--- src/hw/rtl/cfr_pkg.sv ---
package cfr_pkg;

    localparam int FRAME_LENGTH = 16;   // 3 .. 64

    localparam int POS_W      = 6;
    localparam int IDLE_W     = 16;
    localparam int CFG_IDX_W  = 2;
    localparam int CFG_DATA_W = 16;

    localparam logic [POS_W-1:0]  LAST_POS = POS_W'(FRAME_LENGTH - 1);
    localparam logic [IDLE_W-1:0] IDLE_MAX = '1;

    // configuration register indexes
    localparam logic [CFG_IDX_W-1:0] CFG_GAP_LIMIT    = CFG_IDX_W'(0);
    localparam logic [CFG_IDX_W-1:0] CFG_HEADER_VALUE = CFG_IDX_W'(1);

    localparam logic [IDLE_W-1:0] GAP_LIMIT_RST    = IDLE_W'(1000);
    localparam logic [7:0]        HEADER_VALUE_RST = 8'hAA;

    // operation codes
    localparam logic OP_TICK = 1'b0;
    localparam logic OP_BYTE = 1'b1;

    typedef struct packed {
        logic       operation;
        logic [7:0] data;
    } in_item_t;

    typedef struct packed {
        logic             byte_valid;
        logic [POS_W-1:0] byte_index;
        logic [7:0]       byte_data;
        logic             frame_end;
        logic             frame_good;
        logic             receive_done;
    } out_item_t;

    typedef struct packed {
        logic [IDLE_W-1:0] gap_limit;
        logic [7:0]        header_value;
    } cfg_t;

endpackage

--- src/hw/rtl/cfr_cfg_regs.sv ---
module cfr_cfg_regs (
    input  logic                          aclk,
    input  logic                          aresetn,
    input  logic                          cfg_wr_en,
    input  logic [cfr_pkg::CFG_IDX_W-1:0] cfg_index,
    input  logic [cfr_pkg::CFG_DATA_W-1:0] cfg_wr_data,
    output cfr_pkg::cfg_t                 cfg
);
    import cfr_pkg::*;

    cfg_t cfg_reg;
    cfg_t cfg_next;

    always_comb begin
        cfg_next = cfg_reg;
        if (cfg_wr_en) begin
            case (cfg_index)
                CFG_GAP_LIMIT:    cfg_next.gap_limit    = cfg_wr_data[IDLE_W-1:0];
                CFG_HEADER_VALUE: cfg_next.header_value = cfg_wr_data[7:0];
                default:          cfg_next = cfg_reg;   // unmapped index
            endcase
        end
    end

    always_ff @(posedge aclk) begin
        if (!aresetn) begin
            cfg_reg.gap_limit    <= GAP_LIMIT_RST;
            cfg_reg.header_value <= HEADER_VALUE_RST;
        end else begin
            cfg_reg <= cfg_next;
        end
    end

    assign cfg = cfg_reg;

endmodule

--- src/hw/rtl/cfr_in_reg.sv ---
module cfr_in_reg (
    input  logic              aclk,
    input  logic              aresetn,
    input  logic              s_valid,
    output logic              s_ready,
    input  cfr_pkg::in_item_t s_data,
    output logic              item_valid,
    output cfr_pkg::in_item_t item,
    input  logic              item_take
);
    import cfr_pkg::*;

    logic     valid_reg;
    in_item_t item_reg;

    // free, or emptying this cycle
    assign s_ready = !valid_reg || item_take;

    always_ff @(posedge aclk) begin
        if (!aresetn) begin
            valid_reg <= 1'b0;
        end else if (s_ready) begin
            valid_reg <= s_valid;
        end
    end

    always_ff @(posedge aclk) begin
        if (s_valid && s_ready) begin
            item_reg <= s_data;
        end
    end

    assign item_valid = valid_reg;
    assign item       = item_reg;

endmodule

--- src/hw/rtl/cfr_frame_core.sv ---
module cfr_frame_core (
    input  logic               aclk,
    input  logic               aresetn,
    input  cfr_pkg::cfg_t      cfg,
    input  logic               item_valid,
    input  cfr_pkg::in_item_t  item,
    output logic               item_take,
    output logic               m_valid,
    input  logic               m_ready,
    output cfr_pkg::out_item_t m_data
);
    import cfr_pkg::*;

    logic [POS_W-1:0]  count_reg, count_next;
    logic [7:0]        sum_reg, sum_next;
    logic              hdr_ok_reg, hdr_ok_next;
    logic [IDLE_W-1:0] idle_reg, idle_next;
    logic              done_reg, done_next;
    logic              out_valid_reg;
    out_item_t         out_reg, out_next;

    logic             gap;
    logic [POS_W-1:0] cnt;
    logic [POS_W-1:0] pos;
    logic             done_pre;
    logic [7:0]       sum_base;
    logic [7:0]       weighted;
    logic             is_last;
    logic             good;

    assign item_take = item_valid && (!out_valid_reg || m_ready);

    always_comb begin
        gap      = idle_reg > cfg.gap_limit;
        cnt      = gap ? '0 : count_reg;
        pos      = ({1'b0, cnt} >= (POS_W + 1)'(FRAME_LENGTH)) ? '0 : cnt;
        done_pre = gap ? 1'b0 : done_reg;
        is_last  = (pos == LAST_POS);
        sum_base = (pos == '0) ? 8'd0 : sum_reg;
        weighted = 8'(16'(item.data) * 16'(pos));

        hdr_ok_next = (pos == '0) ? (item.data == cfg.header_value) : hdr_ok_reg;
        good        = is_last && hdr_ok_next && (item.data == sum_base);

        count_next = count_reg;
        sum_next   = sum_reg;
        done_next  = done_reg;
        idle_next  = idle_reg;
        out_next   = '0;

        if (item.operation == OP_TICK) begin
            hdr_ok_next = hdr_ok_reg;
            if (idle_reg != IDLE_MAX) begin
                idle_next = idle_reg + IDLE_W'(1);
            end
            out_next.receive_done = done_reg;
        end else begin
            idle_next = '0;
            if (is_last) begin
                count_next = '0;
                sum_next   = sum_base;
            end else begin
                count_next = pos + POS_W'(1);
                sum_next   = sum_base + weighted;   // weight is zero at position 0
            end
            done_next             = done_pre || good;
            out_next.byte_valid   = 1'b1;
            out_next.byte_index   = pos;
            out_next.byte_data    = item.data;
            out_next.frame_end    = is_last;
            out_next.frame_good   = good;
            out_next.receive_done = done_pre || good;
        end
    end

    always_ff @(posedge aclk) begin
        if (!aresetn) begin
            count_reg     <= '0;
            sum_reg       <= '0;
            hdr_ok_reg    <= 1'b0;
            idle_reg      <= IDLE_MAX;
            done_reg      <= 1'b0;
            out_valid_reg <= 1'b0;
        end else begin
            if (item_take) begin
                count_reg  <= count_next;
                sum_reg    <= sum_next;
                hdr_ok_reg <= hdr_ok_next;
                idle_reg   <= idle_next;
                done_reg   <= done_next;
            end
            if (item_take) begin
                out_valid_reg <= 1'b1;
            end else if (m_ready) begin
                out_valid_reg <= 1'b0;
            end
        end
    end

    always_ff @(posedge aclk) begin
        if (item_take) begin
            out_reg <= out_next;
        end
    end

    assign m_valid = out_valid_reg;
    assign m_data  = out_reg;

endmodule

--- src/hw/rtl/checksummed_frame_receiver_unit.sv ---
// Checksummed frame receiver.
// Input channel (s_valid/s_ready/s_data): one transaction per timer tick
// (operation 0) or per received byte (operation 1, byte in data).
// Result channel (m_valid/m_ready/m_data): exactly one transaction per
// input transaction, in order: byte position, byte, frame end, frame good
// (header and weighted-sum checksum both matched) and the receive-done flag.
// Configuration: cfg_wr_en/cfg_index/cfg_wr_data write gap_limit (index 0)
// or header_value (index 1); other indexes are ignored.
// Write only while the block is idle.
// Path: an accepted input transaction is registered in the input register,
// then passes the frame logic into the result register, which drives m_data.
// Throughput: one transaction per cycle while m_ready stays high; the state
// update uses compares, adds and a single 8x6 multiply.
// Stall: a held result keeps m_data stable; one more item can wait in the
// input register, after which s_ready drops until m_ready returns.
// Reset (aresetn low, synchronous): both stages empty, frame position and
// checksum cleared, idle counter saturated, registers back to 1000 and 0xAA.
module checksummed_frame_receiver_unit (
    input  logic                           aclk,
    input  logic                           aresetn,
    input  logic                           s_valid,
    output logic                           s_ready,
    input  cfr_pkg::in_item_t              s_data,
    output logic                           m_valid,
    input  logic                           m_ready,
    output cfr_pkg::out_item_t             m_data,
    input  logic                           cfg_wr_en,
    input  logic [cfr_pkg::CFG_IDX_W-1:0]  cfg_index,
    input  logic [cfr_pkg::CFG_DATA_W-1:0] cfg_wr_data
);
    import cfr_pkg::*;

    cfg_t     cfg;
    logic     item_valid;
    in_item_t item;
    logic     item_take;

    // register file for gap limit and header
    cfr_cfg_regs u_cfg (
        .aclk        (aclk),
        .aresetn     (aresetn),
        .cfg_wr_en   (cfg_wr_en),
        .cfg_index   (cfg_index),
        .cfg_wr_data (cfg_wr_data),
        .cfg         (cfg)
    );

    // input register holds one waiting item; s_ready still follows the result side
    cfr_in_reg u_in (
        .aclk       (aclk),
        .aresetn    (aresetn),
        .s_valid    (s_valid),
        .s_ready    (s_ready),
        .s_data     (s_data),
        .item_valid (item_valid),
        .item       (item),
        .item_take  (item_take)
    );

    // frame state, checks and result register
    cfr_frame_core u_core (
        .aclk       (aclk),
        .aresetn    (aresetn),
        .cfg        (cfg),
        .item_valid (item_valid),
        .item       (item),
        .item_take  (item_take),
        .m_valid    (m_valid),
        .m_ready    (m_ready),
        .m_data     (m_data)
    );

endmodule

--- config.mk ---
export PLATFORM = sky130hd
export DESIGN_NAME = checksummed_frame_receiver_unit
export DESIGN_NICKNAME = d
export VERILOG_FILES = /design/src/hw/rtl/cfr_pkg.sv /design/src/hw/rtl/cfr_cfg_regs.sv /design/src/hw/rtl/cfr_in_reg.sv /design/src/hw/rtl/cfr_frame_core.sv /design/src/hw/rtl/checksummed_frame_receiver_unit.sv
export SDC_FILE = /design/constraint.sdc
export NUM_CORES = 1
export LEC_CHECK = 0
export ABC_AREA = 1
export BUFFER_PORTS_ARGS = -buffer_cell sky130_fd_sc_hd__buf_2
export CAP_MARGIN = 0
export CORE_ASPECT_RATIO = 0.75
export CORE_MARGIN = 10
export CORE_UTILIZATION = 59
export DETAILED_ROUTE_END_ITERATION = 16
export GPL_TIMING_DRIVEN = 0
export PLACE_DENSITY = 0.8
export SYNTH_ARGS = -nofsm -noshare
export SYNTH_HDL_FRONTEND = slang
export SYNTH_SLANG_ARGS = --single-unit
--- constraint.sdc ---
create_clock -name aclk -period 5.65 [get_ports aclk]
set_input_delay 0.565 -clock aclk [delete_from_list [all_inputs] [get_ports aclk]]
set_output_delay 0.565 -clock aclk [all_outputs]
set_load 0.005 [all_outputs]
==> results.cfg <==
[power_and_ir_drop]
vdd_drop_max_uv = 210
power.internal_uw = 1070
switching_share_pct = 29.9
combPwrFrac_pct = 15.9
power_density_nw_per_um2 = 259
p_leak_uw = 0.00293
p_switching_uw = 458
power.total_uw = 1530
p_clk_share_pct = 38.7
p_seq_share_pct = 45.4

[route]
dr_total_vias = 4482
dr.first_iter.drc_count = 373
ant_nets = 0
avgViaCountPerCell = 5.53
drtPass1Iterations = 5
routed_wl_um = 12900
routedWlPerCell_um = 15.9
drc = 0

[floorplan]
initial_core_util_pct = 59.9
core-area_um2 = 8380
fp.dieH_um = 99.9
fp.dieW_um = 126
num_rows = 29
die_area_um2 = 12600
ioPinCount = 52

[cells_and_area]
post-route-util_pct = 70.5
fin_nets = 781
fill_cells = 652
largest_reg_flops = 24
drive_gt1_share_pct = 16.2
syn_to_final_growth_pct = 17.8
num_antenna_cells = 0

[yosys]
async_reset_ff_share_pct = 0
yosysUniqueCellTypes = 39
avgSynthCellArea_um2 = 8.01
synthTopCellsByArea = dfxtp_1, edfxtp_1, nand2_1
syn_area_um2 = 5020
postSynthCellCount = 626
synth_edf_count = 27
yosys_warnings = 0
synth.top_cell.area_share_pct = 23.1
synth-seq-cells = 85
synth.most_common_cell = nand2_1
synth_top_cells_by_count = nand2_1, inv_1, dfxtp_1, nor2_1, nand3_1
synthFlopType = dfxtp_1
yosysTopAreaCell = dfxtp_1
ys_seq_area_share_pct = 39.3

[setup_path]
worst_path_max_delay_cell = fa_1
cp.depth = 30
path_class = register to register
worst-path-max-fanout = 9
cp.required_ps = 5930
critical_path.top_delay_family = adder cells
cp-start-kind = register
rrSetupSlack_ps = 260
endpoint_kind = register
timing.rr.start = u_cfg.cfg[17]
worst_r2r_path_depth = 30
critPathMostFrequentCell = inv_1
slowest_delay_ps = 540
startpoint = u_cfg.cfg[17]
crit_buf_inv = 7
critPathArrivalTime_ps = 5670

[place]
io_buffers = 51
dp_hpwl_um = 9530
place_congestion = 0.935

[clock_network]
clock-root-buffer = clkbuf_16
cts_tree = yes
cts_sinks = 85
cts-htree-levels = 3
hold_buffers = 0
clk_path_buf_depth = 2
clkTransAtPathRegs_ps = 70
cts_buffers = 9
clk_latency_ps = 350

[job]
drv_cap = 0

[timing]
fin_tns_setup_ps = 0
hold_ws_ps = 388
post-route-period-util_pct = 95.4
worst_slew_pin_slew_ps = 623
hold_viol_final = 0
clock_skew_ps = 8.01
max_freq_mhz = 185
setup_viol = 0
max_slew_margin_pct = 58.5
fin_crit_ps = 5390
slew_viol_final = 0

[global_routing]
grt_overflow = 0
grt_pass1_vias = 4452
groute.usage.overall_pct = 20.1
antenna_found_initial = 0
grt_max_degree = 26
grt_pass1_wl_um = 20900

[run_status]
outcome = finished clean

[hold_path]
min_path_type = input pin to register
min_from = s_data[7]
whs_path_depth = 1
[cell usage in the layout (no fill, tap or decap), types with 7 or more instances in the layout]
| master | synthesis | routed |
|---|---|---|
| nand3_1 | 37 | 37 |
| conb_1 | 2 | 7 |
| clkbuf_16 | 0 | 9 |
| nand2_1 | 136 | 131 |
| inv_1 | 100 | 99 |
| dfxtp_1 | 58 | 56 |
| o211ai_1 | 10 | 10 |
| ha_1 | 34 | 31 |
| a21oi_1 | 32 | 28 |
| clkbuf_1 | 12 | 12 |
| xor2_1 | 9 | 9 |
| xnor2_1 | 9 | 8 |
| buf_2 | 2 | 53 |
| fa_1 | 17 | 17 |
| o21ai_0 | 35 | 34 |
| edfxtp_1 | 27 | 27 |
| nor2_1 | 57 | 53 |
| nand4_1 | 8 | 8 |
[per-stage QoR]
stage               area (um^2)  setup WS, ps  std cells
floorplan                  5040           755        631
global placement           5430           129        790
detailed placement         5430          48.0        790
CTS                        5730          22.6        806
global route               5910         -13.9        811
finish                     5910           259        811
[routing by layer]
metal	up-vias	wire, um	share of wire [%]	track usage (%)
met1	2114	5700	44	25.9
met3	30	1120	8.7	5.16
li1	2151	-	-	-
met4	0	255	2.0	6.72
met2	187	5810	45	32.1
met5	-	0	0	0
[final cells by class]
| cell class | count | area (um^2) | area share [%] |
|---|---|---|---|
| Buffer | 16 | 86.3 | 1.46 |
| Clock buffer | 9 | 225 | 3.81 |
| Clock inverter | 7 | 80.1 | 1.35 |
| Inverter | 106 | 399 | 6.75 |
| Multi-Input combinational cell | 424 | 2720 | 46.0 |
| Sequential cell | 85 | 1970 | 33.4 |
| Tap cell | 108 | 135 | 2.29 |
| Timing Repair Buffer | 56 | 293 | 4.95 |
[power by group through the flow]
stage                     sequential (uW)  combinational [uW]  clock [uW]
after floorplan                       699                 159           0
after global placement                706                 209           0
after detailed placement              707                 220           0
after CTS                             694                 223         594
after global routing                  700                 278         622
final                                 696                 244         593
[worst reg2reg max path: cells and delay by family (launching register included)]
family | cells | cell delay (ps)
DFF | 1 | 310
AOI/OAI and AO/OA | 2 | 310
buffers and inverters | 7 | 500
adders and majority gates | 6 | 2610
xor gates and xnor gates | 1 | 160
and+or+nand+nor | 14 | 1410
[final timing paths]
check | endpoint
max | u_core.sum_reg[7]
min | u_in.item[7]
max reg2reg | u_core.sum_reg[7]
min reg2reg | u_core.m_data[17]
[repair_timing]
action / in CTS / in global routing
setup buffers: 0 / 5
setup endpoints to repair: 0 / 1
resized for setup: 0 / 31
hold endpoints to repair: 0 / 0
[cell families (layout without fill, tap and decap cells)]
group / after synthesis / count (layout) / share of synthesized area, %
flip-flops: 85 / 85 / 39.3
XOR/XNOR: 18 / 18 / 3.14
other: 2 / 7 / 0.150
buffers and inverters: 122 / 194 / 9.50
AND/OR/NAND/NOR: 259 / 259 / 22.6
AO/OA/AOI/OAI: 89 / 89 / 10.1
adder cells (fa/ha/maj): 51 / 51 / 15.3
No activity file was read; power rests on OpenSTA's default activity.
